## config.mk

```make
export PLATFORM = sky130hd
export DESIGN_NAME = lzbd_queue
export DESIGN_NICKNAME = d
export VERILOG_FILES = /design/src/rtl/core/lzbd_pkg.sv /design/src/rtl/core/lzbd_queue.sv
export VERILOG_INCLUDE_DIRS = /design/src /design/src/rtl/core
export SDC_FILE = /design/constraint.sdc
export NUM_CORES = 1
export LEC_CHECK = 0
export ABC_AREA = 1
export BUFFER_PORTS_ARGS = -buffer_cell sky130_fd_sc_hd__buf_2
export CORE_ASPECT_RATIO = 0.9
export CORE_UTILIZATION = 45
export CTS_BUF_LIST = sky130_fd_sc_hd__clkbuf_8
export DETAILED_ROUTE_END_ITERATION = 10
export GPL_ROUTABILITY_DRIVEN = 1
export PLACE_DENSITY = 0.69
export SYNTH_ARGS = -nofsm -noshare
export SYNTH_HDL_FRONTEND = slang
export SYNTH_SLANG_ARGS = --single-unit
```

## constraint.sdc

```tcl
create_clock -name aclk -period 5.7 [get_ports aclk]
set_input_delay 1.14 -clock aclk [delete_from_list [all_inputs] [get_ports aclk]]
set_output_delay 1.14 -clock aclk [all_outputs]
set_load 0.05 [all_outputs]
```

## src/rtl/core/lz_byte_stream_decompressor_unit_macros.svh

```systemverilog
// assertion macros shared by the decompressor rtl
// no dependencies; taken in by the files that assert
`ifndef LZ_BYTE_STREAM_DECOMPRESSOR_UNIT_MACROS_SVH
`define LZ_BYTE_STREAM_DECOMPRESSOR_UNIT_MACROS_SVH

// antecedent holds at an edge, consequent holds at the same edge
`define LZBD_ASSERT_IMPLIES(label, clk, rstn, ante, cons) \
    label: assert property (@(posedge clk) disable iff (!rstn) (ante) |-> (cons)) \
        else $error("assertion failed");

// antecedent holds at an edge, consequent holds at the next edge
`define LZBD_ASSERT_NEXT(label, clk, rstn, ante, cons) \
    label: assert property (@(posedge clk) disable iff (!rstn) (ante) |=> (cons)) \
        else $error("assertion failed");

`endif

```

## src/rtl/core/lzbd_pkg.sv

```systemverilog
// types and constants of the byte stream decompressor
// no dependencies
package lzbd_pkg;

    localparam int unsigned HEADER_LEN = 16;
    localparam int unsigned LONG_BIAS  = 18;
    localparam int unsigned SHORT_BIAS = 2;
    localparam int unsigned PROD_SAT   = 4096;

    // status codes
    localparam logic [1:0] ST_OK        = 2'd0;
    localparam logic [1:0] ST_BAD_MAGIC = 2'd1;
    localparam logic [1:0] ST_TRUNCATED = 2'd2;
    localparam logic [1:0] ST_BAD_REF   = 2'd3;

    typedef enum logic [1:0] {
        CMD_NONE,
        CMD_LIT,
        CMD_COPY
    } cmd_kind_t;

    // one decoded request from front to back
    typedef struct packed {
        cmd_kind_t   kind;
        logic [7:0]  lit;
        logic [11:0] ref_dist;
        logic [8:0]  len;
        logic        eos;
        logic        done;
        logic [31:0] decsz;
        logic [1:0]  status;
    } cmd_t;

    typedef enum logic [1:0] {
        B_IDLE,
        B_RD,
        B_WR,
        B_FLUSH
    } back_state_t;

    // magic word bytes
    function automatic logic [7:0] magic_byte(input logic [1:0] idx);
        logic [7:0] r;
        case (idx)
            2'd0:    r = 8'h59;
            2'd1:    r = 8'h61;
            2'd2:    r = 8'h7A;
            default: r = 8'h30;
        endcase
        return r;
    endfunction

endpackage

```

## src/rtl/core/lzbd_queue.sv

```systemverilog
// two-entry request queue between front and back
// depends on lzbd_pkg and the assertion macros
`include "lz_byte_stream_decompressor_unit_macros.svh"
module lzbd_queue (
    input  logic              aclk,
    input  logic              aresetn,
    input  logic              push,
    input  lzbd_pkg::cmd_t    push_cmd,
    output logic              full,
    output logic              q_valid,
    output lzbd_pkg::cmd_t    q_cmd,
    input  logic              pop
);

    lzbd_pkg::cmd_t ent_reg [2];
    logic           wp_reg, wp_next;
    logic           rp_reg, rp_next;
    logic [1:0]     cnt_reg, cnt_next;

    assign full    = cnt_reg == 2'd2;
    assign q_valid = cnt_reg != 2'd0;
    assign q_cmd   = ent_reg[rp_reg];

    // pointer and count update
    always_comb begin
        wp_next  = push ? !wp_reg : wp_reg;
        rp_next  = pop ? !rp_reg : rp_reg;
        cnt_next = cnt_reg + 2'(push) - 2'(pop);
    end

    always_ff @(posedge aclk) begin
        if (!aresetn) begin
            wp_reg  <= 1'b0;
            rp_reg  <= 1'b0;
            cnt_reg <= 2'd0;
        end else begin
            wp_reg  <= wp_next;
            rp_reg  <= rp_next;
            cnt_reg <= cnt_next;
        end
    end

    // entry storage
    always_ff @(posedge aclk) begin
        if (push) begin
            ent_reg[wp_reg] <= push_cmd;
        end
    end

    `LZBD_ASSERT_IMPLIES(a_no_overflow, aclk, aresetn, push, !full)
    `LZBD_ASSERT_IMPLIES(a_no_underflow, aclk, aresetn, pop, q_valid)

endmodule

```

== Yosys cells after proc, flatten, opt, wreduce, memory -nomap -nowiden ==
Memories as Yosys holds them, arrays and structs flattened. A register that Yosys moved wholly into a read port is not among the register bits.
Index checks and enable logic that the tools add are counted.

* Register bits after elaboration: 4
* Latch bits: 0
* RAM bits: 134
* Bits in read-only memories: 0
* Bits of input ports: 71
* Output and inout bits: 69
* Logic and storage cells: 14
* Memories kept: 1

* Add/subtract/negate cells: 2
* $mul: 0
* Div/mod/pow operators: 0
* Order comparisons: 0
* Eq/ne operators: 1
* Shift-type cells: 0
* Multiplexer cells: 4
* Bitwise logic cells: 0
* Reduce and logical (&&, ||, !) cells: 3

{| class="wikitable"
|+ Memory list
! name !! words !! width !! read ports !! clocked after memory_dff !! write ports !! RTL line !! text
|-
| ent_reg || 2 || 67 || 1 || 1 || 1 || lzbd_queue.sv:15 || <nowiki>lzbd_pkg::cmd_t ent_reg [2];</nowiki>
|}

{| class="wikitable"
|+ Operators by type and width
! operator !! number
|-
| $mux W1 || 4
|-
| $add A2 B1 Y2 || 1
|-
| $eq A2 B2 Y1 const B || 1
|-
| $logic_not A1 Y1 || 2
|-
| $reduce_bool A2 Y1 || 1
|-
| $sub A2 B1 Y2 || 1
|}

== Logic depth before layout (Yosys ltp) ==
Gate-level depths: netlist (run 1).

* Word-level depth: 3
* Gate-level depth with buffers: 7
* Depth with buffers taken out: 7

== Least setup slack after synthesis (run 1) ==
OpenSTA, ideal clock, no wires.

* Path kind: input-to-reg
* From: in push
* To: mem ent_reg[0][0] (netlist name), enable pin
* Library setup time: 0.494 ns
* Arrival: 3.989 ns
* Required time: 5.206 ns
* Setup slack: 1.217 ns
* Cell stages on the path: 2
* Path buffers: 0
* Cell sequence: inv_1 -> nor2_1

* Cells in the longest elaborated chain, start to end: 2

{| class="wikitable"
|+ RTL lines
! item !! RTL line !! text
|-
| from (decl) || lzbd_queue.sv:7 || <nowiki>input logic push,</nowiki>
|-
| $mux W1 || lzbd_queue.sv:45 || <nowiki>if (push) begin</nowiki>
|-
| $mux W1 (not written as such) || lzbd_queue.sv:46 || <nowiki>ent_reg[wp_reg] <= push_cmd;</nowiki>
|-
| to (decl) || lzbd_queue.sv:15 ||
|}

Every way passes these cells.

==> summary.md, run 1 <==
| Metric | Value |
|---|---|
| Final hold viol count | 0 |
| Synth Warn # | 0 |
| Ant diodes | 0 |
| RSZ-0062 raised after global routing | no |
| Period utilisation layout | 0.5806 |
| Clock Skews | 0.007591 ns |
| Mapped Nets | 314 |
| Largest register FFs | 134 |
| Post-Synthesis Cell Area | 5172 um2 |
| Final std cells w/o fill | 559 |
| Via count | 2,625 |
| R2R Setup Slk | 3.65 ns |
| Critical path's largest stage delay | 1.04 ns |
| FILL cells | 873 |
| Clock Path Buffers | 2 |
| Sequential-to-total area share from yosys stat | 0.7973 |
| First-pass GRT wire length | 13.45 mm |
| Netlist cell types | 13 |
| Critical path, cell by cell | mux2_2 > buf_2 |
| Num CTS Buffers | 17 |
| Leak pwr | 2.521 nW |
| Crit path to | q_cmd[26] |
| Place WS | 2.654 ns |
| GRT Residual Overflow | 0 |
| Worst Path Required | 4.56 ns |
| CP Depth | 2 |
| Hold Crit Class | flop to flop |
| GRT Resource Usage Total | 0.1582 |
| Max cap viols | 0 |
| Total power | 2.185 mW |
| Arrival time worst endpoint | 2.17 ns |
| # IOs | 140 |
| R2r endpoint | ent_reg[0][19] |
| # H-tree levels | 4 |
| Setup crit end kind | output port |
| Root Driver | clkbuf_8 |
| Crit-path slowest cell | dfxtp_4 |
| Detail Placement HPWL | 5.517 mm |
| Max Fclk | 302.1 MHz |
| Final Wtd Congestion | 0.6999 |
| Post-CTS sizing | 0 |
| Final Max Slew Viols | 0 |
| Worst setup margin | 2.390 ns |
| Worst Path Max Fanout | 67 |
| Port bufs | 139 |
| Placed Instances | 527 |
| Minimum clock period | 3.310 ns |
| Layout cells sized above 1 | 0.5725 |
| Antenna-violating nets left | 0 |
| Status | completed |
| Antenna violations before repair | 0 |
| Hold_buf cts | 0 |
| CTS sink count | 139 |
| R2R depth | 2 |
| TritonRoute pass-1 iters | 4 |
| DR WL/cell | 15.53 um |
| # setup viols final | 0 |
| Final net count | 467 |
| Slew @ Worst Pin | 1.078 ns |
| VDD IR-drop max | 0.0002260 V |
| DRC violations left | 0 |
| Vias in the first global route | 2,764 |
| Area growth, synth to finish | 22.62% |
| Yosys reg bits | 139 |
| WS Path Type | flop to output port |
| Synth Instances | 241 |
| DIE AREA | 11,930 um2 |
| Largest net degree at the start of global routing | 68 |
| CTS tree | done |
| Mapped Avg Cell Area | 21.46 um2 |
| Clock-pin transition on the worst setup and hold timing paths | 0.07 ns |
| Worst setup SP type | flop |
| DR iter-0 viols | 173 |
| Clk_lat worst skew | 0.43 ns |
| Setup TNS | 0 ns |
| Initial core utilization | 0.4706 |
| Die X-Extent | 115.0 um |
| RR Startpoint | wp_reg |
| Top delay family on crit path | flip-flops |
| PwrDens | 344.4 nW/um2 |
| CP bufs+invs | 1 |
| Final Hold Slack | 0.5332 ns |
| FP Rows | 36 |
| DRT Wirelength | 8.679 mm |
| Post-CTS Setup Inserts | 0 |
| CORE AREA | 10,990 um2 |
| DR vias/cell | 4.696 |
| Rel. slew slack | 0.2815 |
| Die Y-Extent | 103.7 um |
## cell usage after synthesis
master	instances	area, um2
inv_1	7	26.28
buf_6	3	33.78
buf_4	1	7.510
ha_1	2	25.02
nand3_1	1	5.000
dfxtp_1	5	100.1
buf_2	3	15.01
nor2_1	8	30.03
edfxtp_1	134	4024
mux2_2	37	416.7
mux2_4	30	450.4
nand2_1	9	33.78
a21oi_1	1	5.000
## worst register-to-register path, stage by stage, from the launching register on
cell	delay [ns]
dfxtp_1	0.35
nor2_4	0.73
buf_4	0.58
## worst min path at each step
stage | depth (start not counted) | end | from
2_1_floorplan | 2 | flop | rp_reg
3_5_place_dp | 2 | flop | rp_reg
5_1_grt | 2 | flop | rp_reg
6_report | 2 | flop | rp_reg
4_1_cts | 2 | rp_reg | rp_reg
3_3_place_gp | 2 | rp_reg | rp_reg
## through the flow
step	util	instance area, um2
after CTS	0.5771	6342
after global routing	0.5771	6342
after floorplan	-	5172
after global placement	0.5485	6028
final	0.5771	6342
after detailed placement	0.5485	6028
## layout by cell type (no fill, tap or decap), drive strengths merged
cell    netlist  final
a21oi         1      1
buf           7    141
clkbuf        0     19
clkinv        0      3
dfxtp         5      5
edfxtp      134    134
ha            2      2
inv           7     17
mux2         67     67
nand2         9      9
nand3         1      1
nor2          8      8
## power by group
group          switching [mW]  total (mW)  internal (mW)
logic                   0.237       0.345          0.108
registers              0.0289        1.21           1.18
clock network           0.324       0.629          0.305
## layout make-up
type | instances | area, um2 | area share
clock buffers | 19 | 261.5 | 0.04123
well taps | 152 | 190.2 | 0.02999
repair buffers | 141 | 710.7 | 0.1121
multi-input cells | 88 | 973.4 | 0.1535
inverters | 7 | 26.28 | 0.004143
flip-flops and latches | 139 | 4128 | 0.6508
clock inverters | 13 | 52.55 | 0.008286
## logic make-up (layout without fill, tap and decap cells)
logic type,after synthesis,after routing,share of synthesized area
compound gates,1,1,0.0009667
fa+ha+maj,2,2,0.004837
buf+inv,14,180,0.01597
flops,139,139,0.7973
mux,67,67,0.1676
simple gates,18,18,0.01330
## routing by layer
layer  global-route usage  wire length [um]  vias to the layer above
met4              0.06957                97                        0
met3              0.09245               920                       11
met5                    0                 0                        -
li1                     -                 -                     1239
met2               0.2293              3933                      113
met1               0.1894              3727                     1262
(Power assumes the default switching activity.)
==> inputs of run 2 (changes only) <==
--- a/config.mk
+++ b/config.mk
@@ -13,7 +13,7 @@
 export CTS_BUF_LIST = sky130_fd_sc_hd__clkbuf_8
 export DETAILED_ROUTE_END_ITERATION = 10
 export GPL_ROUTABILITY_DRIVEN = 1
-export PLACE_DENSITY = 0.69
+export PLACE_DENSITY = 0.72
 export SYNTH_ARGS = -nofsm -noshare
 export SYNTH_HDL_FRONTEND = slang
 export SYNTH_SLANG_ARGS = --single-unit
==> constraint.sdc (replaced) <==
create_clock -name aclk -period 2.7 [get_ports aclk]
set_input_delay 0.54 -clock aclk [delete_from_list [all_inputs] [get_ports aclk]]
set_output_delay 0.54 -clock aclk [all_outputs]
set_load 0.05 [all_outputs]
==> summary.md, run 2 (synthesized netlist as in run 1, its figures left out) <==
| Metric | Value |
|---|---|
| Status | completed |
| DIE AREA | 11,930 um2 (unchanged) |
| Via count | 2,643 (+0.69%) |
| Most common cell after layout, fill and taps aside | buf_2 |
| Layout cells sized above 1 | 0.5917 (+0.01921) |
| Port bufs | 139 (unchanged) |
| Antenna-violating nets left | 0 (unchanged) |
| Clock-pin transition on the worst setup and hold timing paths | 0.08 ns (about the same) |
| Busiest grt layer | met2 |
| Antenna violations before repair | 0 (unchanged) |
| Initial core utilization | 0.4706 (unchanged) |
| Hold Crit Class | input port to flop |
| CP Depth | 3 (+1) |
| # IOs | 140 (unchanged) |
| DRT Wirelength | 8.574 mm (-1.2%) |
| CTS sink count | 139 (unchanged) |
| Vias in the first global route | 2,736 (-1.0%) |
| Largest register FFs | 134 (unchanged) |
| TritonRoute pass-1 iters | 4 (unchanged) |
| Slew @ Worst Pin | 0.3767 ns (-0.7010 ns) |
| Max cap viols | 0 (unchanged) |
| VDD IR-drop max | 0.0004397 V (+95%) |
| Worst setup SP type | flop |
| Max Fclk | 414.9 MHz |
| First-pass GRT wire length | 13.03 mm (-3.1%) |
| Ant diodes | 0 (unchanged) |
| Post-CTS Setup Inserts | 0 (unchanged) |
| Die Y-Extent | 103.7 um (unchanged) |
| DR WL/cell | 15.28 um (-1.6%) |
| Leak pwr | 2.507 nW (-0.56%) |
| Top delay family on crit path | flip-flops |
| GRT Residual Overflow | 0 (unchanged) |
| RSZ-0062 raised after global routing | no |
| Arrival time worst endpoint | 1.87 ns (-0.30 ns) |
| Final Hold Slack | 0.3008 ns (-0.2325 ns) |
| Area growth, synth to finish | 23.92% |
| CP bufs+invs | 2 (+1) |
| FP Rows | 36 (unchanged) |
| CTS tree | done |
| Setup crit end kind | output port |
| Worst setup margin | 0.2900 ns (-2.100 ns) |
| Hold_buf cts | 0 (unchanged) |
| Largest net degree at the start of global routing | 54 (-21%) |
| Final Max Slew Viols | 0 (unchanged) |
| # setup viols final | 0 (unchanged) |
| Period utilisation layout | 0.8926 |
| Met3 Use GR | 0.07548 (-0.01697) |
| CORE AREA | 10,990 um2 (unchanged) |
| Final Wtd Congestion | 0.6865 (-1.9%) |
| Num CTS Buffers | 17 (unchanged) |
| WS Path Type | flop to output port |
| DR iter-0 viols | 131 (-24%) |
| PwrDens | 723.8 nW/um2 (+110%) |
| Critical path's largest stage delay | 0.57 ns (-0.47 ns) |
| Most frequent cells in the layout | 139 x buf_2, 134 x edfxtp_1, 37 x mux2_2 |
| Met1 global-route usage | 0.1707 (-0.01867) |
| Critical path, cell by cell | buf_4 > mux2_2 > buf_2 |
| Place WS | 0.7129 ns (-1.941 ns) |
| Hold Path Depth | 1 (-1) |
| R2R depth | 3 (+1) |
| Worst Path Max Fanout | 25 (-63%) |
| Clock Skews | 0.006495 ns (-0.001096 ns) |
| Clock Path Buffers | 2 (unchanged) |
| Die X-Extent | 115.0 um (unchanged) |
| Clk_lat worst skew | 0.42 ns (about the same) |
| # H-tree levels | 4 (unchanged) |
| Final hold viol count | 0 (unchanged) |
| Detail Placement HPWL | 5.718 mm (+3.7%) |
| Post-CTS sizing | 0 (unchanged) |
| Met2 Use GR | 0.2401 (+0.01076) |
| Worst Path Required | 2.16 ns (-2.40 ns) |
| GRT Resource Usage Total | 0.1494 (-0.008731) |
| DR vias/cell | 4.711 (+0.33%) |
| Crit-path slowest cell | dfxtp_4 |
| Minimum clock period | 2.410 ns |
| DRC violations left | 0 (unchanged) |
| Final net count | 471 (+0.86%) |
| Root Driver | clkbuf_8 |
| Setup TNS | 0 ns (unchanged) |
| Rel. slew slack | 0.7485 (+0.4670) |
run 2: cell count changes in the layout (fill, tap and decap cells not counted), moves of 2 or more:
cell	change
inv_1	-10
inv_6	+2
buf_12	+3
clkbuf_8	-2
clkinvlp_4	+3
clkinv_1	+3
run 2: final cells by class:
cell class              count  area [um2]
flip-flops and latches    139        4128
fillers                   875        4581
repair buffers            145       778.2
well taps                 152       190.2
clock buffers              17       234.0
multi-input cells          88       973.4
inverters                   7       26.28
clock inverters            13       80.08
run 2: metrics by stage:
stage | total power, mW | std cells | util | cell area [um2]
2_1_floorplan | 3.151 | 241 | - | 5180
3_3_place_gp | 3.332 | 531 | 0.5546 | 6096
3_5_place_dp | 3.349 | 531 | 0.5546 | 6096
4_1_cts | 4.703 | 561 | 0.5832 | 6410
5_1_grt | 4.825 | 561 | 0.5832 | 6410
6_report | 4.639 | 561 | 0.5832 | 6410
run 2: worst paths after layout:
check,to,start,slack [ns]
max,q_cmd[12],flop,0.29
min,ent_reg[0][7],push_cmd[7],0.30
max reg2reg,ent_reg[1][53],wp_reg,1.18
min reg2reg,flop,rp_reg,0.51
run 2: power breakdown:
part	switching (mW)	internal [mW]	total [mW]
Sequential	0.0378	2.49	2.53
Clock	0.736	0.612	1.35
Combinational	0.523	0.238	0.761
run 2: routing by layer:
metal  routed length (um)  up-vias
met3                  781        9
met4                   89        0
met2                 4211      107
met5                    0        -
met1                 3491     1280
li1                     -     1247
==> inputs of run 3 (changes only) <==
--- a/config.mk
+++ b/config.mk
@@ -9,11 +9,11 @@
 export ABC_AREA = 1
 export BUFFER_PORTS_ARGS = -buffer_cell sky130_fd_sc_hd__buf_2
 export CORE_ASPECT_RATIO = 0.9
-export CORE_UTILIZATION = 45
+export CORE_UTILIZATION = 30
 export CTS_BUF_LIST = sky130_fd_sc_hd__clkbuf_8
 export DETAILED_ROUTE_END_ITERATION = 10
 export GPL_ROUTABILITY_DRIVEN = 1
-export PLACE_DENSITY = 0.72
+export PLACE_DENSITY = 0.53
 export SYNTH_ARGS = -nofsm -noshare
 export SYNTH_HDL_FRONTEND = slang
 export SYNTH_SLANG_ARGS = --single-unit
==> summary.md, run 3 (synthesized netlist as in run 1, its figures left out) <==
| Metric | Value |
|---|---|
| Status | completed |
| VDD IR-drop max | 0.0004166 V (-5.2%) |
| Logic gate share of total power | 0.159 (-0.005) |
| Max Fclk | 458.1 MHz (+10%) |
| Final Max Slew Viols | 0 (unchanged) |
| Net Sw Power | 1.327 mW (+2.4%) |
| Hold Path End | ent_reg[1][13] |
| Arrival time worst endpoint | 1.64 ns (-0.23 ns) |
| Final Wtd Congestion | 0.6786 (-1.2%) |
| Setup crit end kind | output port |
| Final Hold Slack | 0.2977 ns (-0.003072 ns) |
| DRC violations left | 0 (unchanged) |
| Worst setup SP type | flop |
| Post-CTS sizing | 0 (unchanged) |
| Port bufs | 139 (unchanged) |
| Most common cell after layout, fill and taps aside | buf_2 |
| Share of power burned in registers | 0.519 (-0.026) |
| Hold Crit Class | input port to flop |
| CTS tree | done |
| FP Rows | 45 (+25%) |
| Clk_lat worst skew | 0.42 ns (about the same) |
| WS Path Type | flop to output port |
| Total power | 4.856 mW (+4.7%) |
| # setup viols final | 0 (unchanged) |
| Net Sw Frac | 0.2733 (-0.006199) |
| Worst Path Required | 2.16 ns (about the same) |
| R2R Setup Slk | 1.35 ns (+0.17 ns) |
| Antenna-violating nets left | 0 (unchanged) |
| # H-tree levels | 4 (unchanged) |
| Clock Path Buffers | 2 (unchanged) |
| Post-CTS Setup Inserts | 0 (unchanged) |
| CORE AREA | 16,890 um2 (+54%) |
| R2R depth | 3 (unchanged) |
| DIE AREA | 17,770 um2 (+49%) |
| Finished layout cell area | 6525 um2 (+1.8%) |
| DR iter-0 viols | 110 (-16%) |
| Num CTS Buffers | 17 (unchanged) |
| RSZ-0062 raised after global routing | no |
| Worst setup margin | 0.5173 ns (+0.2273 ns) |
| PwrDens | 744.2 nW/um2 (+2.8%) |
| Root Driver | clkbuf_8 |
| Largest net degree at the start of global routing | 37 (-31%) |
| Detail Placement HPWL | 6.067 mm (+6.1%) |
| Minimum clock period | 2.183 ns (-0.2273 ns) |
| Hold_buf cts | 0 (unchanged) |
| Final hold viol count | 0 (unchanged) |
| TritonRoute pass-1 iters | 4 (unchanged) |
| Place WS | 0.9424 ns (+0.2296 ns) |
| Hold Path Depth | 1 (unchanged) |
| P_int | 3.529 mW (+5.6%) |
| Vias in the first global route | 2,711 (-0.91%) |
| GRT Resource Usage Total | 0.1065 (-0.04296) |
| Max cap viols | 0 (unchanged) |
| Cell Area, Placed | 6157 um2 (+1.0%) |
| Rel. slew slack | 0.6639 (-0.08456) |
| Clock Skews | 0.006734 ns (+0.0002386 ns) |
| Layout cells sized above 1 | 0.5888 (-0.002879) |
| RR Startpoint | wp_reg |
| Antenna violations before repair | 0 (unchanged) |
| CTS sink count | 139 (unchanged) |
| First-pass GRT wire length | 13.88 mm (+6.5%) |
| Final net count | 471 (unchanged) |
| Via count | 2,653 (+0.38%) |
| Period utilisation layout | 0.8084 (-0.08419) |
| Largest register FFs | 134 (unchanged) |
| DR WL/cell | 14.70 um (-3.8%) |
| Clock power share | 0.322 (+0.031) |
| Most frequent cells in the layout | 139 x buf_2, 134 x edfxtp_1, 37 x mux2_2 |
| # IOs | 140 (unchanged) |
| Clock-pin transition on the worst setup and hold timing paths | 0.08 ns (about the same) |
| Setup TNS | 0 ns (unchanged) |
| DR vias/cell | 4.265 (-9.5%) |
| Ant diodes | 0 (unchanged) |
| Worst Path Max Fanout | 36 (+44%) |
| Area growth, synth to finish | 26.15% |
| Die Y-Extent | 126.6 um (+22%) |
| Initial core utilization | 0.3062 (-0.1644) |
| DRT Wirelength | 9.142 mm (+6.6%) |
| R2r endpoint | ent_reg[1][40] |
| Leak pwr | 2.530 nW (+0.92%) |
| Die X-Extent | 140.4 um (+22%) |
| Hold Path Origin | push_cmd[13] |
| GRT Residual Overflow | 0 (unchanged) |
| Slew @ Worst Pin | 0.5041 ns (+0.1274 ns) |
run 3: power groups by stage:
stage	combinational (mW)	clock (mW)	sequential (mW)
final	0.770	1.56	2.52
after global routing	0.812	1.70	2.53
after CTS	0.782	1.63	2.52
after detailed placement	0.780	0	2.57
after global placement	0.771	0	2.57
after floorplan	0.587	0	2.56
run 3: worst max-delay path: stages, from the launching register on:
cell and delay (ns):
dfxtp_4 0.37, buf_12 0.24, mux2_2 0.38, buf_2 0.21
run 3: layout make-up:
class	instances	area, um2
tap	211	264.0
sequential	139	4128
timing repair buffer	145	765.7
fill	1573	10370
inverter	7	26.28
clock buffer	17	234.0
multi-input combinational	88	973.4
clock inverter	15	133.9
run 3: per-layer routing:
metal  up-vias  GRT usage  wire [um]
met4         0    0.04266        108
li1       1250          -          -
met1      1309     0.1226       4065
met2        87     0.1706       4373
met3         7    0.05134        595
met5         -          0          0
run 3: how the worst max path moves through the flow:
| stage | cells after the start | slack (ns) | from | end |
|---|---|---|---|---|
| CTS | 3 | 0.45 | flop | q_cmd[13] |
| floorplan | 2 | 0.37 | push | ent_reg[1][0] |
| global placement | 3 | 0.96 | flop | q_cmd[2] |
| detailed placement | 3 | 0.94 | flop | q_cmd[13] |
| global route | 3 | 0.42 | flop | q_cmd[13] |
| finish | 3 | 0.52 | flop | q_cmd[13] |
run 3: stage by stage:
stage,utilization,cells
global route,0.3863,622
detailed placement,0.3645,590
CTS,0.3863,622
finish,0.3863,622
floorplan,-,241
global placement,0.3645,590
