$ cat src/rtl/core/lz_byte_stream_decompressor_unit_macros.svh
// assertion macros shared by the decompressor rtl
// no dependencies; taken in by the files that assert
`ifndef LZ_BYTE_STREAM_DECOMPRESSOR_UNIT_MACROS_SVH
`define LZ_BYTE_STREAM_DECOMPRESSOR_UNIT_MACROS_SVH

// antecedent holds at an edge, consequent holds at the same edge
`define LZBD_ASSERT_IMPLIES(label, clk, rstn, ante, cons) \
    label: assert property (@(posedge clk) disable iff (!rstn) (ante) |-> (cons)) \
        else $error("assertion failed");

// antecedent holds at an edge, consequent holds at the next edge
`define LZBD_ASSERT_NEXT(label, clk, rstn, ante, cons) \
    label: assert property (@(posedge clk) disable iff (!rstn) (ante) |=> (cons)) \
        else $error("assertion failed");

`endif

$ cat src/rtl/core/lzbd_pkg.sv
// types and constants of the byte stream decompressor
// no dependencies
package lzbd_pkg;

    localparam int unsigned HEADER_LEN = 16;
    localparam int unsigned LONG_BIAS  = 18;
    localparam int unsigned SHORT_BIAS = 2;
    localparam int unsigned PROD_SAT   = 4096;

    // status codes
    localparam logic [1:0] ST_OK        = 2'd0;
    localparam logic [1:0] ST_BAD_MAGIC = 2'd1;
    localparam logic [1:0] ST_TRUNCATED = 2'd2;
    localparam logic [1:0] ST_BAD_REF   = 2'd3;

    typedef enum logic [1:0] {
        CMD_NONE,
        CMD_LIT,
        CMD_COPY
    } cmd_kind_t;

    // one decoded request from front to back
    typedef struct packed {
        cmd_kind_t   kind;
        logic [7:0]  lit;
        logic [11:0] ref_dist;
        logic [8:0]  len;
        logic        eos;
        logic        done;
        logic [31:0] decsz;
        logic [1:0]  status;
    } cmd_t;

    typedef enum logic [1:0] {
        B_IDLE,
        B_RD,
        B_WR,
        B_FLUSH
    } back_state_t;

    // magic word bytes
    function automatic logic [7:0] magic_byte(input logic [1:0] idx);
        logic [7:0] r;
        case (idx)
            2'd0:    r = 8'h59;
            2'd1:    r = 8'h61;
            2'd2:    r = 8'h7A;
            default: r = 8'h30;
        endcase
        return r;
    endfunction

endpackage

$ cat src/rtl/core/lzbd_front.sv
// front part: header check, flag bits and token parsing, size bookkeeping
// depends on lzbd_pkg
module lzbd_front (
    input  logic              aclk,
    input  logic              aresetn,
    input  logic              in_valid,
    output logic              in_ready,
    input  logic [7:0]        in_byte,
    input  logic              in_eos,
    output logic              push,
    output lzbd_pkg::cmd_t    push_cmd,
    input  logic              q_full
);

    logic [4:0]  hdr_reg, hdr_next;
    logic [31:0] size_reg, size_next;
    logic [31:0] remain_reg, remain_next;
    logic [12:0] psat_reg, psat_next;
    logic [7:0]  flag_reg, flag_next;
    logic [3:0]  bits_reg, bits_next;
    logic [1:0]  phase_reg, phase_next;
    logic [7:0]  ref1_reg, ref1_next;
    logic [7:0]  ref2_reg, ref2_next;
    logic [1:0]  err_reg, err_next;

    logic        acc;
    logic        do_copy;
    logic [8:0]  cp_len;
    logic [11:0] cp_dist;
    logic [8:0]  clip;
    logic [12:0] psum;
    logic        hdr_done;

    assign in_ready = !q_full;
    assign acc      = in_valid && !q_full;
    assign push     = acc;

    // token decode and stream bookkeeping
    always_comb begin
        hdr_next    = hdr_reg;
        size_next   = size_reg;
        remain_next = remain_reg;
        psat_next   = psat_reg;
        flag_next   = flag_reg;
        bits_next   = bits_reg;
        phase_next  = phase_reg;
        ref1_next   = ref1_reg;
        ref2_next   = ref2_reg;
        err_next    = err_reg;
        do_copy     = 1'b0;
        cp_len      = 9'd0;
        cp_dist     = 12'd0;
        clip        = 9'd0;
        psum        = 13'd0;
        push_cmd        = '0;
        push_cmd.kind   = lzbd_pkg::CMD_NONE;
        push_cmd.lit    = in_byte;
        push_cmd.eos    = in_eos;
        if (err_reg == lzbd_pkg::ST_OK) begin
            if (hdr_reg < 5'(lzbd_pkg::HEADER_LEN)) begin
                if (hdr_reg < 5'd4) begin
                    if (in_byte != lzbd_pkg::magic_byte(hdr_reg[1:0])) begin
                        err_next = lzbd_pkg::ST_BAD_MAGIC;
                    end
                end else if (hdr_reg < 5'd8) begin
                    size_next = {size_reg[23:0], in_byte};
                    if (hdr_reg == 5'd7) begin
                        remain_next = {size_reg[23:0], in_byte};
                    end
                end
                hdr_next = hdr_reg + 5'd1;
            end else if (remain_reg != 32'd0) begin
                if (bits_reg == 4'd0) begin
                    flag_next = in_byte;
                    bits_next = 4'd8;
                end else if (phase_reg == 2'd0 && flag_reg[7]) begin
                    push_cmd.kind = lzbd_pkg::CMD_LIT;
                    push_cmd.len  = 9'd1;
                    clip          = 9'd1;
                    flag_next     = {flag_reg[6:0], 1'b0};
                    bits_next     = bits_reg - 4'd1;
                end else if (phase_reg == 2'd0) begin
                    ref1_next  = in_byte;
                    phase_next = 2'd1;
                end else if (phase_reg == 2'd1) begin
                    ref2_next = in_byte;
                    if (ref1_reg[7:4] != 4'd0) begin
                        do_copy    = 1'b1;
                        cp_len     = 9'(ref1_reg[7:4]) + 9'(lzbd_pkg::SHORT_BIAS);
                        cp_dist    = {ref1_reg[3:0], in_byte};
                        phase_next = 2'd0;
                        flag_next  = {flag_reg[6:0], 1'b0};
                        bits_next  = bits_reg - 4'd1;
                    end else begin
                        phase_next = 2'd2;
                    end
                end else begin
                    do_copy    = 1'b1;
                    cp_len     = 9'(in_byte) + 9'(lzbd_pkg::LONG_BIAS);
                    cp_dist    = {ref1_reg[3:0], ref2_reg};
                    phase_next = 2'd0;
                    flag_next  = {flag_reg[6:0], 1'b0};
                    bits_next  = bits_reg - 4'd1;
                end
            end
        end
        // reference check and clipping at the declared size
        if (do_copy) begin
            if (13'(cp_dist) + 13'd1 > psat_reg) begin
                err_next = lzbd_pkg::ST_BAD_REF;
            end else begin
                push_cmd.kind     = lzbd_pkg::CMD_COPY;
                push_cmd.ref_dist = cp_dist;
                clip              = (remain_reg < 32'(cp_len)) ? remain_reg[8:0] : cp_len;
                push_cmd.len      = clip;
            end
        end
        if (clip != 9'd0) begin
            remain_next = remain_reg - 32'(clip);
            psum        = psat_reg + 13'(clip);
            psat_next   = (psum > 13'(lzbd_pkg::PROD_SAT)) ? 13'(lzbd_pkg::PROD_SAT) : psum;
        end
        // stream status after this byte
        hdr_done = hdr_next >= 5'(lzbd_pkg::HEADER_LEN);
        if (in_eos && err_next == lzbd_pkg::ST_OK && !(hdr_done && remain_next == 32'd0)) begin
            err_next = lzbd_pkg::ST_TRUNCATED;
        end
        push_cmd.done   = hdr_done && err_next == lzbd_pkg::ST_OK && remain_next == 32'd0;
        push_cmd.decsz  = (hdr_next >= 5'd8) ? size_next : 32'd0;
        push_cmd.status = err_next;
        // new stream after the final byte
        if (in_eos) begin
            hdr_next    = 5'd0;
            size_next   = 32'd0;
            remain_next = 32'd0;
            psat_next   = 13'd0;
            flag_next   = 8'd0;
            bits_next   = 4'd0;
            phase_next  = 2'd0;
            ref1_next   = 8'd0;
            ref2_next   = 8'd0;
            err_next    = lzbd_pkg::ST_OK;
        end
    end

    // state registers
    always_ff @(posedge aclk) begin
        if (!aresetn) begin
            hdr_reg    <= 5'd0;
            size_reg   <= 32'd0;
            remain_reg <= 32'd0;
            psat_reg   <= 13'd0;
            flag_reg   <= 8'd0;
            bits_reg   <= 4'd0;
            phase_reg  <= 2'd0;
            ref1_reg   <= 8'd0;
            ref2_reg   <= 8'd0;
            err_reg    <= lzbd_pkg::ST_OK;
        end else if (acc) begin
            hdr_reg    <= hdr_next;
            size_reg   <= size_next;
            remain_reg <= remain_next;
            psat_reg   <= psat_next;
            flag_reg   <= flag_next;
            bits_reg   <= bits_next;
            phase_reg  <= phase_next;
            ref1_reg   <= ref1_next;
            ref2_reg   <= ref2_next;
            err_reg    <= err_next;
        end
    end

endmodule

$ cat config.mk
export PLATFORM = sky130hd
export DESIGN_NAME = lzbd_front
export DESIGN_NICKNAME = d
export VERILOG_FILES = /design/src/rtl/core/lz_byte_stream_decompressor_unit_macros.svh /design/src/rtl/core/lzbd_pkg.sv /design/src/rtl/core/lzbd_front.sv
export SDC_FILE = /design/constraint.sdc
export NUM_CORES = 1
export LEC_CHECK = 0
export BUFFER_PORTS_ARGS = -buffer_cell sky130_fd_sc_hd__buf_2
export CAP_MARGIN = 20
export CORE_MARGIN = 3
export CORE_UTILIZATION = 55
export CTS_BUF_LIST = sky130_fd_sc_hd__clkbuf_16
export DETAILED_ROUTE_END_ITERATION = 10
export MAX_ROUTING_LAYER = met4
export PLACE_DENSITY = 0.71
export SYNTH_ARGS = -nofsm -noshare
export SYNTH_HDL_FRONTEND = slang
export SYNTH_SLANG_ARGS = --single-unit
$ cat constraint.sdc
create_clock -name aclk -period 17.6 [get_ports aclk]
set_input_delay 3.52 -clock aclk [delete_from_list [all_inputs] [get_ports aclk]]
set_output_delay 3.52 -clock aclk [all_outputs]
set_load 0.005 [all_outputs]
## Word-level counts from Yosys, hierarchy flattened

Index checks and enable logic that the tools add are counted.

- Bits in registers: 114
- Input port bits: 13
- Logic and storage cells: 179

- Add/subtract/negate cells: 7
- Order comparisons: 8
- Eq/ne operators: 11
- Muxes and demuxes: 114
- Reduce and logical (&&, ||, !) cells: 29

Operators with widths:

| kind | count |
|---|---|
| $mux W32 | 13 |
| $mux W8 | 27 |
| $mux W12 | 8 |
| $mux W9 | 10 |
| $mux W21 | 2 |
| $mux W13 | 3 |
| $mux W2 | 19 |
| $mux W4 | 9 |
| $logic_not A32 Y1 | 1 |
| $lt A32 B9 Y1 | 1 |
| $reduce_bool A32 Y1 | 1 |
| $sub A32 B9 Y32 | 1 |
| $pmux W7 S3 | 1 |
| $mux W5 | 4 |
| $mux W1 | 18 |
| $add A12 B1 Y13 const B | 1 |
| $add A13 B9 Y13 | 1 |
| $gt A13 B13 Y1 | 1 |
| $gt A13 B13 Y1 const B | 1 |
| $reduce_and A6 Y1 | 2 |
| $logic_not A2 Y1 | 5 |
| $reduce_bool A2 Y1 | 5 |
| $add A8 B5 Y9 const B | 1 |
| $reduce_bool A9 Y1 | 1 |
| 22 further kinds | 33 |

## Logic depth before layout (Yosys ltp)

Gate-level depths: netlist of run 1.

- Word-level depth: 23
- Depth in mapped cells: 35

## Worst setup path after synthesis of run 1

No wires, ideal clock.

- Kind: in2out
- Start: input in_byte[1]
- End: output push_cmd[34] (netlist name)
- Arrival: 10,152 ps
- Data required time: 14,080 ps
- Path slack: 3,928 ps
- Cell stages on the path: 30
- Buffers on the path: 3
- Path through: clkbuf_1 > a22oi_1 > or2_2 > or4_1 > nor3_1 > nand2_1 > or3_1 > a21oi_1 > ha_1 > nand4_1 > or2_2 > o32a_1 > o31ai_1 > nand2_1 > inv_1 > clkbuf_1 > nand2b_1 > ha_1 > nor2b_1 > o21a_1 > o21a_1 > o211a_1 > or2_2 > clkbuf_1 > nor3_1 > o2111ai_1 > a2111oi_0 > o211ai_1 > nor4_2 > and4_1

RTL lines:

| what | line | RTL |
|---|---|---|
| from (decl) | lzbd_front.sv:8 | `input logic [7:0] in_byte,` |
| to (decl) | lzbd_front.sv:11 | `output lzbd_pkg::cmd_t push_cmd,` |

==> parameters.txt, run 1 <==
Parameter                              Value

Clocking
  Resize count post-CTS    0
  Maximum level of the CTS H-tree    4
  Clock transition at the registers of the reported paths    0.05 ns
  Insertion delay to the later sink of the worst-skew pair    0.42 ns
  Cell at the root of the clock tree    sky130_fd_sc_hd__clkbuf_16
  TritonCTS clock tree    done
  Post-CTS setup buffers    0
  # hold bufs at CTS    0
  Number of buffers created by CTS    17
  CTS max path bufs    2
  Clock Sinks    114

Critical path
  Reg2reg setup slack    8.14 ns
  Endpoint class of the critical path    output pin
  Worst r2r src    phase_reg[1]
  Arr. time, crit path    11.52 ns
  Critical path startpoint category    primary input
  CP max-delay cell    sky130_fd_sc_hd__nor3_1
  Worst Reg-to-Reg Cells    30
  Type of the worst setup path    in2out
  Worst setup path startpoint    in_byte[1]
  Critical path peak fanout    12
  Top Family by Delay on Critical Path    simple AND/OR/NAND/NOR gates
  Endpoint of the worst-slack reg-to-reg timing path    psat_reg[9]
  Buf/Inv on CP    3
  Data required time of the worst path    14.08 ns
  Max stage delay on crit path    0.85 ns

Floorplanning
  # IOs    82
  Die boundary width    133 µm
  Num rows    45
  Die extent in y    133 µm
  Total die area    0.0177 mm²
  Core region area    0.0155 mm²
  Initial standard-cell utilization of the core    57.3%

Cells and area
  Share of final-layout standard cells stronger than drive strength 1    12.5%
  Filler-free cell count of the finished design    1446
  Post-layout nets    1285
  Synthesis-to-finish area growth    10.9%
  Number of diodes added for antenna fixing    0

STA
  Ratio of final minimum period to clock period    85.5%
  Final setup TNS    0 ns
  Unrepaired setup endpoints after global routing    false
  Number of endpoints failing setup at the final stage    0
  Final hold violation count    0
  Maximum operating frequency    0.0665 GHz
  Slew @ Worst Pin    1.01 ns
  Max_slew headroom    32.3%
  Worst hold margin    0.509 ns
  Worst Clk Skew    0.0116 ns
  Time the final worst path needs with I/O delays and setup    15.04 ns
  Total count of max-transition violations in the final report    0

Pwr
  Leakage power of the design    0.00382 µW
  Portion of total power attributed to sequential cells    42.2%
  Fraction of power consumed by combinational cells    6.2%
  Worst-case vdd ir drop    0.0832 mV
  Clock power share    51.6%
  Switching power share of the total    24.9%
  Cell area power density    62.9 mW/mm²
  Internal portion of total power    465 µW
  Net switching power    154 µW

GRT
  Maximum number of pins on one net before global-route repair    109
  Overall Global Routing Usage    31.4%
  Number of antenna violations at the first check in global routing    0
  Remaining Overflow, GRT    0
  First-pass GRT wire length    43.8 mm
  Vias in the first global route    8135

Placement
  Count of input and output buffers    81
  Number of placed cells counting well taps    1413
  Placer congestion estimate    0.976
  HPWL Detailed    19.4 mm

Run status
  Result of the run    finished clean

Yosys
  Top cells by area in the synthesized netlist    sky130_fd_sc_hd__dfxtp_1 26%, sky130_fd_sc_hd__ha_1 6.8%, sky130_fd_sc_hd__nor2b_1 6.7%, sky130_fd_sc_hd__nand2_1 6.4%, sky130_fd_sc_hd__a22oi_1 5.2%
  Syn nets    1257
  Synth warn    0
  Proportion of register bits with asynchronous set or reset after synthesis    0%
  Synthesized cell area    0.00887 mm²
  Synth cell count leaders    152 x sky130_fd_sc_hd__nand2_1, 114 x sky130_fd_sc_hd__dfxtp_1, 95 x sky130_fd_sc_hd__nor2b_1
  Synth area leader    sky130_fd_sc_hd__dfxtp_1
  Distinct cells, synth    80
  Ys flop type    sky130_fd_sc_hd__dfxtp_1
  Number of synthesized flops with an enable pin    0
  Sequential cell area fraction in the yosys report    25.7%
  Share of Yosys cell area claimed by the top area cell type    25.7%
  Post-Syn Area per Cell    7.43 µm²
  Most frequently used cell type in the post-synthesis netlist    sky130_fd_sc_hd__nand2_1
  Cells after synthesis    1194
  Register bit count reported by yosys    114

Worst hold path
  Capture endpoint of the worst hold path    psat_reg[6]
  Type of the worst min-delay path    reg2reg
  Worst min-delay path startpoint    psat_reg[6]
  Hold path depth    2

Route
  Via count    8953
  First-iteration detailed-routing DRC count    990
  Total Routed Length    27.6 mm
  Count of antenna-violating nets left after detailed routing    0
  Number of DRC violations after detailed routing    0
  Vias per cell    6.19
  Detailed-route wire length per cell    19.1 µm
  Number of optimization iterations in the first detailed-route pass    6

Job
  Count of maximum capacitance violations    0
[worst max-delay path by stage]
| stage | end | slack [ns] | depth (start not counted) |
|---|---|---|---|
| floorplan | push_cmd[34] | 3.93 | 30 |
| global placement | push_cmd[34] | 3.03 | 29 |
| detailed placement | push_cmd[34] | 2.72 | 29 |
| CTS | push_cmd[34] | 2.66 | 29 |
| global route | push_cmd[34] | 1.83 | 29 |
| finish | push_cmd[34] | 2.56 | 29 |
[layout make-up]
class,instances,area (µm²)
multi-input cells,949,6060
fillers,1408,5650
flip-flops and latches,114,2280
repair buffers,93,513
clock buffers,17,425
well taps,211,264
inverters,47,176
clock inverters,15,120
[worst reg2reg max path: cells and delay by family (launching register included)]
| kind | cells | cell delay (ns) |
|---|---|---|
| adders and majority gates | 2 | 0.53 |
| buffers and inverters | 2 | 0.66 |
| and+or+nand+nor | 12 | 3.40 |
| DFF | 1 | 0.74 |
| AOI/OAI and AO/OA | 14 | 4.07 |
[kinds of logic (layout without fill, tap and decap cells)]
kind of cell	Yosys count	in the layout	synth area share [%]
buf+inv	131	172	6.14
simple gates	522	522	29.9
compound gates	314	314	24.3
flops	114	114	25.7
mux	30	30	3.41
xor+xnor	33	33	3.26
fa+ha+maj	50	50	7.22
[per-layer routing]
layer	vias up	GRT usage, %	part of all wire, %
li1	4329	-	-
met1	4145	44.8	46
met2	434	45.6	43
met3	45	4.45	8.8
met4	0	10.0	2.5
met5	-	-	0
[power by group through the flow]
stage / clock [µW] / sequential (µW) / combinational (µW)
after floorplan: 0 / 266 / 26.9
after global placement: 0 / 267 / 37.0
after detailed placement: 0 / 267 / 37.4
after CTS: 322 / 261 / 37.6
after global routing: 332 / 261 / 41.0
final: 319 / 261 / 38.1
[per-stage QoR]
stage,util (%),total power (µW),area (µm²),setup WS (ns)
finish,63.5,618,9840,2.56
global route,63.5,635,9840,1.83
global placement,59.8,304,9270,3.03
floorplan,-,293,8870,3.93
detailed placement,59.8,304,9270,2.72
CTS,63.4,621,9810,2.66
[cell usage in the layout (no fill, tap or decap), types with 21 or more instances in the layout]
| master | n |
|---|---|
| sky130_fd_sc_hd__a21oi_1 | 92 |
| sky130_fd_sc_hd__a22oi_1 | 62 |
| sky130_fd_sc_hd__buf_2 | 81 |
| sky130_fd_sc_hd__dfxtp_1 | 114 |
| sky130_fd_sc_hd__ha_1 | 48 |
| sky130_fd_sc_hd__inv_1 | 47 |
| sky130_fd_sc_hd__mux2i_1 | 28 |
| sky130_fd_sc_hd__nand2_1 | 152 |
| sky130_fd_sc_hd__nand3_1 | 21 |
| sky130_fd_sc_hd__nor2_1 | 90 |
| sky130_fd_sc_hd__nor2b_1 | 95 |
| sky130_fd_sc_hd__nor3_1 | 44 |
| sky130_fd_sc_hd__o21ai_0 | 31 |
| sky130_fd_sc_hd__xnor2_1 | 23 |
Note: power is estimated with default switching activity, not from simulation.
==> inputs of run 2 (changes only) <==
CORE_UTILIZATION = 35   (was 55)
PLACE_DENSITY = 0.48   (was 0.71)
clock period = 16.49 ns   (was 17.6 ns; I/O delays follow)
==> run 2 against run 1 <==
  * Sequential power increased by 7%
  * Setup slack got worse by 0.51 ns
  * Utilization is 23 points lower
  * Clock skew increased by 0.0068 ns
  * Critical path depth stayed put
  * First-iteration DRC count down 25%
  * Sequential share of layout area decreased by 0.34 points
  * Design area is 1.5% higher
  * Register-to-register slack got worse by 1.0 ns
  * Routed wire length rose by 12%
  * Global-route usage decreased by 7.9 points
  * Clock power rose by 13%
==> parameters.txt, run 2 (same netlist as run 1, synthesis figures left out) <==
Parameter                              Value

Clocking
  # hold bufs at CTS    0 (unchanged)
  TritonCTS clock tree    done
  Post-CTS setup buffers    0 (unchanged)
  Clock transition at the registers of the reported paths    0.06 ns (about the same)
  CTS max path bufs    2 (unchanged)
  Resize count post-CTS    0 (unchanged)
  Insertion delay to the later sink of the worst-skew pair    0.43 ns (about the same)
  Clock Sinks    114 (unchanged)
  Number of buffers created by CTS    17 (unchanged)
  Cell at the root of the clock tree    sky130_fd_sc_hd__clkbuf_16
  Maximum level of the CTS H-tree    4 (unchanged)

Placement
  Placer congestion estimate    0.893 (-8.5%)
  DP Worst Slack    2.10 ns (-0.617 ns)
  Count of input and output buffers    81 (unchanged)
  Placed Instance Area    0.00942 mm² (+1.7%)
  Number of placed cells counting well taps    1528 (+8.1%)
  HPWL Detailed    22.0 mm (+14%)

Critical path
  Worst r2r src    phase_reg[1]
  Critical path peak fanout    12 (unchanged)
  Endpoint class of the critical path    output pin
  CP max-delay cell    sky130_fd_sc_hd__o31ai_1
  Endpoint of the worst-slack reg-to-reg timing path    psat_reg[9]
  Top Family by Delay on Critical Path    simple AND/OR/NAND/NOR gates
  Max stage delay on crit path    0.62 ns (-0.23 ns)
  Critical path startpoint category    primary input
  Data required time of the worst path    13.19 ns (-0.89 ns)
  Reg2reg setup slack    7.12 ns (-1.02 ns)
  Worst Reg-to-Reg Cells    30 (unchanged)
  Buf/Inv on CP    3 (unchanged)
  Type of the worst setup path    in2out
  Arr. time, crit path    11.15 ns (-0.37 ns)

Cells and area
  Share of final-layout standard cells stronger than drive strength 1    12.8% (+0.30 points)
  Synthesis-to-finish area growth    12.5%
  Fill cell instance count of the final layout    2642 (+88%)
  Most frequent cells in the layout    152 x sky130_fd_sc_hd__nand2_1, 114 x sky130_fd_sc_hd__dfxtp_1, 95 x sky130_fd_sc_hd__nor2b_1, 92 x sky130_fd_sc_hd__a21oi_1, 90 x sky130_fd_sc_hd__nor2_1
  Flip-flop and latch area    0.00228 mm² (unchanged)
  Post-layout nets    1287 (+0.16%)
  Filler-free cell count of the finished design    1562 (+8.0%)
  Post-Layout Inst Area    0.00998 mm² (+1.5%)
  Area of combinational cells with multiple inputs    0.00606 mm² (unchanged)
  Most common cell after layout, fill and taps aside    sky130_fd_sc_hd__nand2_1

STA
  Max_slew headroom    33.3% (+0.98 points)
  Slew @ Worst Pin    1.00 ns (-0.00690 ns)
  Final setup TNS    0 ns (unchanged)
  Number of endpoints failing setup at the final stage    0 (unchanged)
  Unrepaired setup endpoints after global routing    false
  Worst Clk Skew    0.0185 ns (+0.00684 ns)
  Final hold violation count    0 (unchanged)
  Maximum operating frequency    0.0692 GHz
  Total count of max-transition violations in the final report    0 (unchanged)
  Post-route worst setup slack    2.05 ns (-0.511 ns)
  Time the final worst path needs with I/O delays and setup    14.44 ns
  Ratio of final minimum period to clock period    87.6%

GRT
  First-pass GRT wire length    48.4 mm (+10%)
  Overall Global Routing Usage    23.4% (-7.9 points)
  Number of antenna violations at the first check in global routing    1 (+1)
  Maximum number of pins on one net before global-route repair    109 (unchanged)
  Vias in the first global route    8317 (+2.2%)
  Remaining Overflow, GRT    0 (unchanged)

Run status
  Result of the run    finished clean

Floorplanning
  Die extent in y    165 µm (+24%)
  Core region area    0.0246 mm² (+59%)
  # IOs    82 (unchanged)
  Num rows    57 (+27%)
  Initial standard-cell utilization of the core    36.1% (-21 points)
  Die boundary width    165 µm (+24%)
  Total die area    0.0273 mm² (+54%)

Job
  Count of maximum capacitance violations    0 (unchanged)

Worst hold path
  Hold path depth    2 (unchanged)
  Capture endpoint of the worst hold path    remain_reg[15]
  Worst min-delay path startpoint    remain_reg[15]
  Type of the worst min-delay path    reg2reg

Pwr
  Cell area power density    68.1 mW/mm² (+8.3%)
  Worst-case vdd ir drop    0.0578 mV (-31%)
  Leakage power of the design    0.00383 µW (+0.34%)

Route
  Via count    8747 (-2.3%)
  Number of optimization iterations in the first detailed-route pass    6 (unchanged)
  Detailed-route wire length per cell    19.8 µm (+3.5%)
  Number of DRC violations after detailed routing    0 (unchanged)
  Count of antenna-violating nets left after detailed routing    0 (unchanged)
  Total Routed Length    30.9 mm (+12%)
  First-iteration detailed-routing DRC count    747 (-25%)
  Vias per cell    5.60 (-9.6%)
run 2: cell count changes in the layout (fill, tap and decap cells not counted):
cell                         delta
sky130_fd_sc_hd__inv_6          +5
sky130_fd_sc_hd__clkbuf_16      -1
sky130_fd_sc_hd__clkinv_4       +1
sky130_fd_sc_hd__clkinv_2       -2
sky130_fd_sc_hd__bufinv_16      -1
sky130_fd_sc_hd__buf_4          +3
sky130_fd_sc_hd__inv_8          +2
sky130_fd_sc_hd__clkinvlp_4     -3
sky130_fd_sc_hd__clkinv_1       -2
sky130_fd_sc_hd__diode_2        +1
run 2: worst max-delay path by stage:
stage / startpoint / to / slack, ns / cells after the start
after floorplan: in_byte[1] / push_cmd[34] / 3.26 / 30
after detailed placement: in_byte[1] / push_cmd[34] / 2.10 / 29
after CTS: in_byte[1] / push_cmd[34] / 2.07 / 29
after global placement: in_byte[1] / push_cmd[34] / 2.26 / 29
final: in_byte[1] / push_cmd[34] / 2.05 / 29
after global routing: in_byte[1] / push_cmd[34] / 1.33 / 28
run 2: area by class of cell:
cell class	instances	share of cell area, %
tap	324	4.06
antenna	1	0.0251
sequential	114	22.9
clock buffer	17	4.26
inverter	47	1.77
clock inverter	15	1.25
timing repair buffer	95	5.11
multi-input combinational	949	60.7
run 2: metrics by stage:
stage | utilization (%) | power, µW | hold slack (ns)
after detailed placement | 38.3 | 326 | 0.497
after global placement | 38.3 | 327 | 0.483
after floorplan | - | 313 | 0.460
final | 40.6 | 680 | 0.507
after global routing | 40.6 | 704 | 0.528
after CTS | 40.5 | 688 | 0.509
run 2: worst min-delay path: stages (launching register included):
cell                       delay (ns)
sky130_fd_sc_hd__dfxtp_1         0.33
sky130_fd_sc_hd__nand2_1         0.06
sky130_fd_sc_hd__a21boi_0        0.06
run 2: routing by layer:
metal  wire [µm]  share of wire, %  vias to the layer above  GRT usage [%]
li1            -                 -                     4341              -
met1       15500                50                     4130           33.8
met2       13400                43                      249           33.9
met3        1510               4.9                       27           3.79
met4         519               1.7                        0           6.18
met5           0                 0                        -              -
run 2: report_power, final:
group / internal (µW) / leakage, µW / switching (µW)
registers: 277 / 0.000919 / 1.66
clock network: 197 / 0.000271 / 162
logic: 14.1 / 0.00264 / 27.9
